===== config.mk =====
export PLATFORM = sky130hd
export DESIGN_NAME = uap_ctrl
export DESIGN_NICKNAME = d
export VERILOG_FILES = /design/src/uap_pkg.sv /design/src/uap_ctrl.sv
export SDC_FILE = /design/constraint.sdc
export NUM_CORES = 1
export LEC_CHECK = 0
export BUFFER_PORTS_ARGS = -buffer_cell sky130_fd_sc_hd__clkbuf_2
export CAP_MARGIN = 20
export CELL_PAD_IN_SITES_DETAIL_PLACEMENT = 1
export CELL_PAD_IN_SITES_GLOBAL_PLACEMENT = 1
export CORE_MARGIN = 3
export CORE_UTILIZATION = 32
export DETAILED_ROUTE_END_ITERATION = 7
export PLACE_DENSITY = 0.81
export SLEW_MARGIN = 0
export SYNTH_ARGS = -nofsm -noshare
export SYNTH_HDL_FRONTEND = slang
export SYNTH_SLANG_ARGS = --single-unit

===== constraint.sdc =====
create_clock -name clk -period 4 [get_ports clk]
set_input_delay 0.2 -clock clk [delete_from_list [all_inputs] [get_ports clk]]
set_output_delay 0.2 -clock clk [all_outputs]
set_load 0.02 [all_outputs]

===== src/uap_pkg.sv =====
// Shared constants, codes and interface types of the audio packetizer.
`default_nettype none
package uap_pkg;

  localparam int FIFO_DEPTH = 256;
  localparam int FIFO_AW    = $clog2(FIFO_DEPTH);
  localparam int FIFO_CW    = $clog2(FIFO_DEPTH + 1);
  localparam int SUM_W      = FIFO_CW + 1;

  localparam int STAGE_MAX = 48;
  localparam int STAGE_AW  = $clog2(STAGE_MAX);

  localparam int SAMPLE_W   = 32;
  localparam int HZ_W       = 16;
  localparam int IN_DATA_W  = 56;
  localparam int IN_USER_W  = 3;
  localparam int OUT_DATA_W = 32;
  localparam int OUT_USER_W = 3;

  localparam logic [STAGE_AW-1:0] PKT_SIZE_48K  = STAGE_AW'(48);
  localparam logic [STAGE_AW-1:0] PKT_SIZE_LONG = STAGE_AW'(45);
  localparam logic [STAGE_AW-1:0] PKT_SIZE_SHRT = STAGE_AW'(44);
  localparam logic [3:0]          PHASE_LAST    = 4'd9;

  localparam logic [HZ_W-1:0] HZ_48K = 16'd48000;
  localparam logic [HZ_W-1:0] HZ_44K = 16'd44100;

  typedef logic [1:0] rate_t;
  localparam rate_t RATE_48K  = 2'd0;
  localparam rate_t RATE_44K  = 2'd1;
  localparam rate_t ACC_NONE  = 2'd2;
  localparam rate_t HOST_NONE = 2'd3;

  typedef logic [2:0] action_t;
  localparam action_t ACT_PUSH = 3'd0;
  localparam action_t ACT_TICK = 3'd1;
  localparam action_t ACT_PLAY = 3'd2;
  localparam action_t ACT_HOST = 3'd3;
  localparam action_t ACT_ACC  = 3'd4;

  typedef logic [1:0] status_t;
  localparam status_t ST_OK          = 2'd0;
  localparam status_t ST_UNSUPPORTED = 2'd1;
  localparam status_t ST_IGNORED     = 2'd2;
  localparam status_t ST_FULL        = 2'd3;

  typedef struct packed {
    logic                fifo_we;
    logic [FIFO_AW-1:0]  fifo_waddr;
    logic [SAMPLE_W-1:0] fifo_wdata;
    logic                fifo_re;
    logic [FIFO_AW-1:0]  fifo_raddr;
    logic                stage_we;
    logic [STAGE_AW-1:0] stage_waddr;
    logic [SAMPLE_W-1:0] stage_wdata;
    logic                stage_re;
    logic [STAGE_AW-1:0] stage_raddr;
  } store_req_t;

  typedef struct packed {
    logic [SAMPLE_W-1:0] fifo_rdata;
    logic [SAMPLE_W-1:0] stage_rdata;
  } store_rsp_t;

endpackage
`default_nettype wire


===== src/uap_ctrl.sv =====
// Sequencer of the packetizer: FIFO pointers, rate state, packet forming and result register.
`default_nettype none
module uap_ctrl (
  input  wire logic                             clk,
  input  wire logic                             rst_n,
  input  wire logic                             in_tvalid,
  output logic                                  in_tready,
  input  wire logic [uap_pkg::IN_DATA_W-1:0]    in_tdata,
  input  wire logic [uap_pkg::IN_USER_W-1:0]    in_tuser,
  output logic                                  out_tvalid,
  input  wire logic                             out_tready,
  output logic [uap_pkg::OUT_DATA_W-1:0]        out_tdata,
  output logic                                  out_tlast,
  output logic [uap_pkg::OUT_USER_W-1:0]        out_tuser,
  output uap_pkg::store_req_t                   mem_req,
  input  wire uap_pkg::store_rsp_t              mem_rsp
);

  typedef enum logic [5:0] {
    S_IDLE    = 6'b000001,
    S_EMIT_RD = 6'b000010,
    S_EMIT_WR = 6'b000100,
    S_XFER_RD = 6'b001000,
    S_XFER_WR = 6'b010000,
    S_SILENCE = 6'b100000
  } state_t;

  state_t                         state_r, state_nxt;
  logic [uap_pkg::FIFO_AW-1:0]    rp_r, rp_nxt;
  logic [uap_pkg::FIFO_AW-1:0]    wp_r, wp_nxt;
  logic [uap_pkg::FIFO_CW-1:0]    fill_r, fill_nxt;
  logic                           exh_r, exh_nxt;
  uap_pkg::rate_t                 host_r, host_nxt;
  uap_pkg::rate_t                 acc_r, acc_nxt;
  logic [3:0]                     phase_r, phase_nxt;
  logic                           attr_r, attr_nxt;
  logic [uap_pkg::STAGE_AW-1:0]   staged_r, staged_nxt;
  logic [uap_pkg::STAGE_AW-1:0]   size_r, size_nxt;
  logic [uap_pkg::STAGE_AW-1:0]   idx_r, idx_nxt;
  logic                           src_r, src_nxt;

  logic                           ovalid_r, ovalid_nxt;
  logic [uap_pkg::SAMPLE_W-1:0]   odata_r, odata_nxt;
  logic                           olast_r, olast_nxt;
  logic                           osilent_r, osilent_nxt;
  uap_pkg::status_t               ostatus_r, ostatus_nxt;

  logic                           out_free;
  logic                           accept;
  uap_pkg::action_t               act;
  logic [uap_pkg::SAMPLE_W-1:0]   in_sample;
  logic                           in_rate;
  logic [uap_pkg::HZ_W-1:0]       in_hz;
  logic [uap_pkg::STAGE_AW-1:0]   tick_size;
  logic [uap_pkg::SUM_W-1:0]      avail;
  logic                           enough;
  logic                           do_issue;
  logic [uap_pkg::STAGE_AW-1:0]   rd_idx;
  logic                           is_last;

  assign act       = in_tuser;
  assign in_sample = in_tdata[uap_pkg::SAMPLE_W-1:0];
  assign in_rate   = in_tdata[uap_pkg::SAMPLE_W];
  assign in_hz     = in_tdata[uap_pkg::SAMPLE_W+uap_pkg::HZ_W:uap_pkg::SAMPLE_W+1];

  assign out_free  = !ovalid_r || out_tready;
  assign in_tready = (state_r == S_IDLE) && out_free;
  assign accept    = in_tvalid && in_tready;

  assign tick_size = (acc_r == uap_pkg::RATE_48K) ? uap_pkg::PKT_SIZE_48K :
                     ((phase_r == 4'd0) ? uap_pkg::PKT_SIZE_LONG : uap_pkg::PKT_SIZE_SHRT);
  assign avail     = uap_pkg::SUM_W'(staged_r) + uap_pkg::SUM_W'(fill_r);
  assign enough    = avail >= uap_pkg::SUM_W'(tick_size);
  assign is_last   = (idx_r == size_r - uap_pkg::STAGE_AW'(1));

  always_comb begin
    state_nxt   = state_r;
    rp_nxt      = rp_r;
    wp_nxt      = wp_r;
    fill_nxt    = fill_r;
    exh_nxt     = exh_r;
    host_nxt    = host_r;
    acc_nxt     = acc_r;
    phase_nxt   = phase_r;
    attr_nxt    = attr_r;
    staged_nxt  = staged_r;
    size_nxt    = size_r;
    idx_nxt     = idx_r;
    src_nxt     = src_r;
    ovalid_nxt  = ovalid_r && !out_tready;
    odata_nxt   = odata_r;
    olast_nxt   = olast_r;
    osilent_nxt = osilent_r;
    ostatus_nxt = ostatus_r;
    do_issue    = 1'b0;
    rd_idx      = idx_r;
    mem_req     = '0;

    case (state_r)
      S_IDLE: begin
        if (accept) begin
          // single acknowledgement for every action but the tick and the unknown actions
          odata_nxt   = '0;
          olast_nxt   = 1'b1;
          osilent_nxt = 1'b0;
          ostatus_nxt = uap_pkg::ST_OK;
          case (act)
            uap_pkg::ACT_PUSH: begin
              ovalid_nxt = 1'b1;
              if (fill_r == uap_pkg::FIFO_CW'(uap_pkg::FIFO_DEPTH)) begin
                ostatus_nxt = uap_pkg::ST_FULL;
              end else begin
                mem_req.fifo_we    = 1'b1;
                mem_req.fifo_waddr = wp_r;
                mem_req.fifo_wdata = in_sample;
                wp_nxt   = (wp_r == uap_pkg::FIFO_AW'(uap_pkg::FIFO_DEPTH - 1)) ?
                           '0 : wp_r + uap_pkg::FIFO_AW'(1);
                fill_nxt = fill_r + uap_pkg::FIFO_CW'(1);
              end
            end
            uap_pkg::ACT_TICK: begin
              size_nxt  = tick_size;
              idx_nxt   = '0;
              phase_nxt = (phase_r >= uap_pkg::PHASE_LAST) ? 4'd0 : phase_r + 4'd1;
              if (exh_r || (acc_r != host_r)) begin
                state_nxt = S_SILENCE;
              end else if (enough) begin
                state_nxt = S_EMIT_RD;
              end else begin
                // underrun: move what is left into staging, then send silence
                exh_nxt   = 1'b1;
                state_nxt = (fill_r == '0) ? S_SILENCE : S_XFER_RD;
              end
            end
            uap_pkg::ACT_PLAY: begin
              ovalid_nxt = 1'b1;
              exh_nxt    = 1'b0;
              if (!attr_r) begin
                host_nxt = uap_pkg::rate_t'(in_rate);
                attr_nxt = 1'b1;
              end
            end
            uap_pkg::ACT_HOST: begin
              ovalid_nxt = 1'b1;
              host_nxt   = uap_pkg::rate_t'(in_rate);
              attr_nxt   = 1'b1;
            end
            uap_pkg::ACT_ACC: begin
              ovalid_nxt = 1'b1;
              if (in_hz == uap_pkg::HZ_48K) begin
                if (host_r == uap_pkg::RATE_44K) begin
                  ostatus_nxt = uap_pkg::ST_IGNORED;
                end else begin
                  acc_nxt = uap_pkg::RATE_48K;
                end
              end else if (in_hz == uap_pkg::HZ_44K) begin
                if (host_r == uap_pkg::RATE_48K) begin
                  ostatus_nxt = uap_pkg::ST_IGNORED;
                end else begin
                  acc_nxt = uap_pkg::RATE_44K;
                end
              end else begin
                ostatus_nxt = uap_pkg::ST_UNSUPPORTED;
              end
            end
            default: begin
              // unknown actions: drop without a result
            end
          endcase
        end
      end
      S_EMIT_RD: begin
        do_issue  = 1'b1;
        rd_idx    = '0;
        state_nxt = S_EMIT_WR;
      end
      S_EMIT_WR: begin
        if (out_free) begin
          ovalid_nxt  = 1'b1;
          odata_nxt   = src_r ? mem_rsp.stage_rdata : mem_rsp.fifo_rdata;
          olast_nxt   = is_last;
          osilent_nxt = 1'b0;
          ostatus_nxt = uap_pkg::ST_OK;
          if (is_last) begin
            staged_nxt = '0;
            state_nxt  = S_IDLE;
          end else begin
            idx_nxt  = idx_r + uap_pkg::STAGE_AW'(1);
            rd_idx   = idx_r + uap_pkg::STAGE_AW'(1);
            do_issue = 1'b1;
          end
        end
      end
      S_XFER_RD: begin
        mem_req.fifo_re    = 1'b1;
        mem_req.fifo_raddr = rp_r;
        rp_nxt   = (rp_r == uap_pkg::FIFO_AW'(uap_pkg::FIFO_DEPTH - 1)) ?
                   '0 : rp_r + uap_pkg::FIFO_AW'(1);
        fill_nxt = fill_r - uap_pkg::FIFO_CW'(1);
        state_nxt = S_XFER_WR;
      end
      S_XFER_WR: begin
        mem_req.stage_we    = 1'b1;
        mem_req.stage_waddr = staged_r;
        mem_req.stage_wdata = mem_rsp.fifo_rdata;
        staged_nxt = staged_r + uap_pkg::STAGE_AW'(1);
        state_nxt  = (fill_r == '0) ? S_SILENCE : S_XFER_RD;
      end
      S_SILENCE: begin
        if (out_free) begin
          ovalid_nxt  = 1'b1;
          odata_nxt   = '0;
          olast_nxt   = is_last;
          osilent_nxt = 1'b1;
          ostatus_nxt = uap_pkg::ST_OK;
          if (is_last) begin
            state_nxt = S_IDLE;
          end else begin
            idx_nxt = idx_r + uap_pkg::STAGE_AW'(1);
          end
        end
      end
      default: begin
        state_nxt = S_IDLE;
      end
    endcase

    // packet word read: staged words first, then pop the FIFO
    if (do_issue) begin
      if (rd_idx < staged_r) begin
        src_nxt             = 1'b1;
        mem_req.stage_re    = 1'b1;
        mem_req.stage_raddr = rd_idx;
      end else begin
        src_nxt            = 1'b0;
        mem_req.fifo_re    = 1'b1;
        mem_req.fifo_raddr = rp_r;
        rp_nxt   = (rp_r == uap_pkg::FIFO_AW'(uap_pkg::FIFO_DEPTH - 1)) ?
                   '0 : rp_r + uap_pkg::FIFO_AW'(1);
        fill_nxt = fill_r - uap_pkg::FIFO_CW'(1);
      end
    end
  end

  always_ff @(posedge clk) begin
    if (!rst_n) begin
      state_r  <= S_IDLE;
      rp_r     <= '0;
      wp_r     <= '0;
      fill_r   <= '0;
      exh_r    <= 1'b1;
      host_r   <= uap_pkg::HOST_NONE;
      acc_r    <= uap_pkg::ACC_NONE;
      phase_r  <= 4'd0;
      attr_r   <= 1'b0;
      staged_r <= '0;
      size_r   <= '0;
      idx_r    <= '0;
      src_r    <= 1'b0;
      ovalid_r <= 1'b0;
    end else begin
      state_r  <= state_nxt;
      rp_r     <= rp_nxt;
      wp_r     <= wp_nxt;
      fill_r   <= fill_nxt;
      exh_r    <= exh_nxt;
      host_r   <= host_nxt;
      acc_r    <= acc_nxt;
      phase_r  <= phase_nxt;
      attr_r   <= attr_nxt;
      staged_r <= staged_nxt;
      size_r   <= size_nxt;
      idx_r    <= idx_nxt;
      src_r    <= src_nxt;
      ovalid_r <= ovalid_nxt;
    end
  end

  always_ff @(posedge clk) begin
    odata_r   <= odata_nxt;
    olast_r   <= olast_nxt;
    osilent_r <= osilent_nxt;
    ostatus_r <= ostatus_nxt;
  end

  assign out_tvalid = ovalid_r;
  assign out_tdata  = odata_r;
  assign out_tlast  = olast_r;
  assign out_tuser  = {ostatus_r, osilent_r};

endmodule
`default_nettype wire


==> out/metrics.yaml <==
floorplanning:
  initial_utilization_pct: 33.0
  die-area_sq_um: 21200
  chipHeight_microns: 146
  ios: 261
  fp.dieW_microns: 146
  rows: 50
  core_area_sq_um: 18900
critical_path:
  r2r_slack_ns: 0.04
  timing.critical_path.from: "size_r[3]"
  timing.rr.start: "size_r[3]"
  path_max_fanout: 6
  crit_type: "flip-flop to primary output"
  crit_path_top_delay_cell: "dfxtp_2"
  r2r-end: "rp_r[3]"
  end_kind: "primary output"
  startpoint_type: "flip-flop"
  crit_required_ns: 3.80
  critPathArrivalTime_ns: 3.83
  reg2reg_depth: 18
  worstPathCellList: "inv_4, ha_4, xnor3_1, o2111a_2, a21oi_2, nand4_1, nor2_1, nor2_1, a31oi_1, ha_1, a21o_1, a21oi_2, nand3b_1, o21ai_4, clkbuf_16, nor2b_1, buf_4"
  slowest_delay_ns: 0.34
  crit_path_end: "mem_req[47]"
drt:
  route.met3.wl_microns: 1370
  met1_length_microns: 8760
  first_pass_iters: 4
  top_layer: "met4"
  vias: 6506
  dr_wl_met2_microns: 11500
  vias_per_cell: 5.16
  wl_per_cell_microns: 17.7
  totalWireLength_microns: 22300
  postRouteAntennaNets: 0
  route.detailed.drc: 0
  drt_iter0_drc: 300
timing:
  fin_worst_skew_ns: 0.00695
  rsz0062_at_grt: "true"
  slew_viol_final: 0
  slew_headroom_pct: 29.8
  worst_pin_slew_ns: 1.05
  setup_viol: 2
  post-route-min-period_ns: 4.03
  max_clock_freq_mhz: 248
  hold_viol: 0
  post-route-period-util_pct: 101
  finalWorstSetupSlack_ns: -0.0337
clock_tree:
  htreeDepth: 3
  clk_latency_ns: 0.36
  clockBufferDepth: 2
  clock_sinks: 95
  numCtsBuffers: 9
  cts-root-buf: "clkbuf_16"
  cts_tree: "done"
  clk_pin_slew_ns: 0.07
synth:
  ys_warn_count: 0
  yosys.area.top_type_share_pct: 18.9
  synth_flop_cell: "dfxtp_1"
  ys_ff_latch: 95
  synth_edf_count: 36
  synthCells: 730
  yosys.cell_count.top_type: "nor2_1"
  avgSynthCellArea_sq_um: 8.54
  synth_nets: 885
  synthTopCellsByCount: "97 x nor2_1, 80 x and2_1, 59 x dfxtp_1, 53 x nand2_1, 44 x mux2i_1"
  yosys.area.top_type: "dfxtp_1"
  synth_area_sq_um: 6230
  ys_types: 69
  synth-async-reset-ratio_pct: 0
  seq_area_frac_synth_pct: 36.3
  synthTopCellsByArea: "dfxtp_1 19%, edfxtp_1 17%, and2_1 8.0%"
cells_and_area:
  syn_to_final_growth_pct: 35.6
  final_util_pct: 44.7
  drive_above_1_share_pct: 34.5
  antenna_cells: 0
  nNetsFinal: 1152
  final_area_sq_um: 8450
placed_design:
  gp_congestion: 0.869
  io_buffers: 253
  place_hpwl_microns: 16600
  dpl_cell_area_sq_um: 7880
outcome:
  status: "finished, violations left"
  violations: "setup timing"
grt:
  grtUsageTotal_pct: 19.4
  grt_pass1_vias: 6611
  grt_pass1_wl_microns: 33700
  grt_max_degree: 38
  antenna_found_initial: 0
  grt.overflow.total: 0
power_and_ir_drop:
  powerDensity_nw_per_um2: 344
  ir_drop_v: 0.000236
  p_leak_nw: 3.88
job:
  cap_viol_max_count: 0
hold_path:
  hp-class: "primary input to flip-flop"
==> cell type report <==
| class | instances | area, sq um |
|---|---|---|
| Clock buffer | 9 | 225 |
| Clock inverter | 7 | 77.6 |
| Fill cell | 2373 | 10400 |
| Inverter | 26 | 100 |
| Multi-Input combinational cell | 573 | 3830 |
| Sequential cell | 95 | 2270 |
| Tap cell | 260 | 325 |
| Timing Repair Buffer | 292 | 1630 |
==> kinds of logic (layout without fill, tap and decap cells) <==
kind of cell	count (synthesis)	after routing	synth area share, %
multiplexers	45	45	7.25
AND/OR/NAND/NOR	358	358	30.4
AO/OA/AOI/OAI	114	114	12.2
buffers and inverters	62	334	3.93
flip-flops	95	95	36.3
XOR/XNOR	28	28	4.15
adder cells (fa/ha/maj)	28	28	5.74
==> worst min-delay path by stage <==
stage	startpoint	to	depth (start not counted)
after global placement	in_tdata[32]	host_r[0]	3
after detailed placement	in_tdata[32]	host_r[0]	3
after CTS	in_tdata[32]	host_r[0]	3
after floorplan	in_tdata[32]	host_r[0]	2
final	in_tdata[32]	host_r[0]	3
after global routing	in_tdata[32]	host_r[0]	3
==> worst max-delay path: cells and delay by family (launching register included) <==
kind,cells,cell delay (ns)
DFF,1,0.34
and+or+nand+nor,5,0.72
buffers and inverters,3,0.43
AOI/OAI and AO/OA,6,1.30
xor gates and xnor gates,1,0.26
adders and majority gates,2,0.41
==> power by group <==
part,internal (mW),switching [mW],leakage [nW],total [mW]
sequential,1.16,0.0631,0.835,1.22
clock,0.492,0.409,0.148,0.901
combinational,0.266,0.524,2.90,0.790
total,1.91,0.996,3.88,2.91
==> cells in the final DEF (no fill, tap or decap), types with 3 or more instances in the layout <==
master | netlist | final
or3_1 | 6 | 6
nand3b_1 | 4 | 4
nor3_1 | 7 | 6
nor4_2 | 3 | 3
nor4b_1 | 4 | 4
and3_1 | 9 | 9
and2_1 | 80 | 80
nor4_1 | 4 | 4
nand4b_1 | 3 | 3
ha_1 | 27 | 25
mux2i_1 | 44 | 44
nor3b_1 | 4 | 4
inv_1 | 25 | 23
nor2_1 | 97 | 95
nor2b_1 | 19 | 19
buf_4 | 2 | 36
o211ai_1 | 6 | 6
xnor2_1 | 12 | 11
a21oi_1 | 35 | 33
o21ai_0 | 20 | 20
nand2_1 | 53 | 53
nand3_1 | 32 | 31
xor2_1 | 15 | 13
a31oi_1 | 8 | 8
edfxtp_1 | 36 | 36
nand4_1 | 12 | 12
o31ai_1 | 5 | 4
a21o_1 | 9 | 9
clkbuf_2 | 0 | 251
clkbuf_16 | 0 | 10
dfxtp_2 | 0 | 6
dfxtp_1 | 59 | 53
nand2b_1 | 7 | 7
==> repair_timing <==
item / CTS / global route
pin swaps: 1 / 15
buffers inserted: 1 / 13
hold buffers: 0 / 0
endpoints found under the setup margin: 16 / 26
cloned: 1 / 1
gates resized for setup: 9 / 22
==> stage by stage <==
stage	std cells	power [mW]	hold slack (ns)	setup slack, ns	TNS (ns)
after floorplan	730	1.69	0.328	0.246	0
after global placement	1230	1.97	0.418	0.183	0
after detailed placement	1230	2.00	0.429	-0.0150	-0.0150
after CTS	1248	2.90	0.0651	0.00918	0
after global routing	1262	3.04	0.105	-0.206	-2.64
final	1262	2.91	0.0655	-0.0337	-0.0478
==> layer usage <==
layer  global-route usage [%]  vias up
met2                     35.9      246
met4                     6.65        0
met5                        0        -
li1                         -     3091
met3                     4.61       49
met1                     21.8     3120
==> flip-flops by register name, summed over array words and instances (netlist names) <==
name	cells
wp_r	8
staged_r	6
phase_r	4
osilent_r	1
idx_r	6
rp_r	8
exh_r	1
attr_r	1
host_r	2
src_r	1
out_tlast	1
size_r	4
out_tvalid	1
out_tdata	32
ostatus_r	2
state_r	6
acc_r	2
fill_r	9
Power figures use the tool's default switching activity.
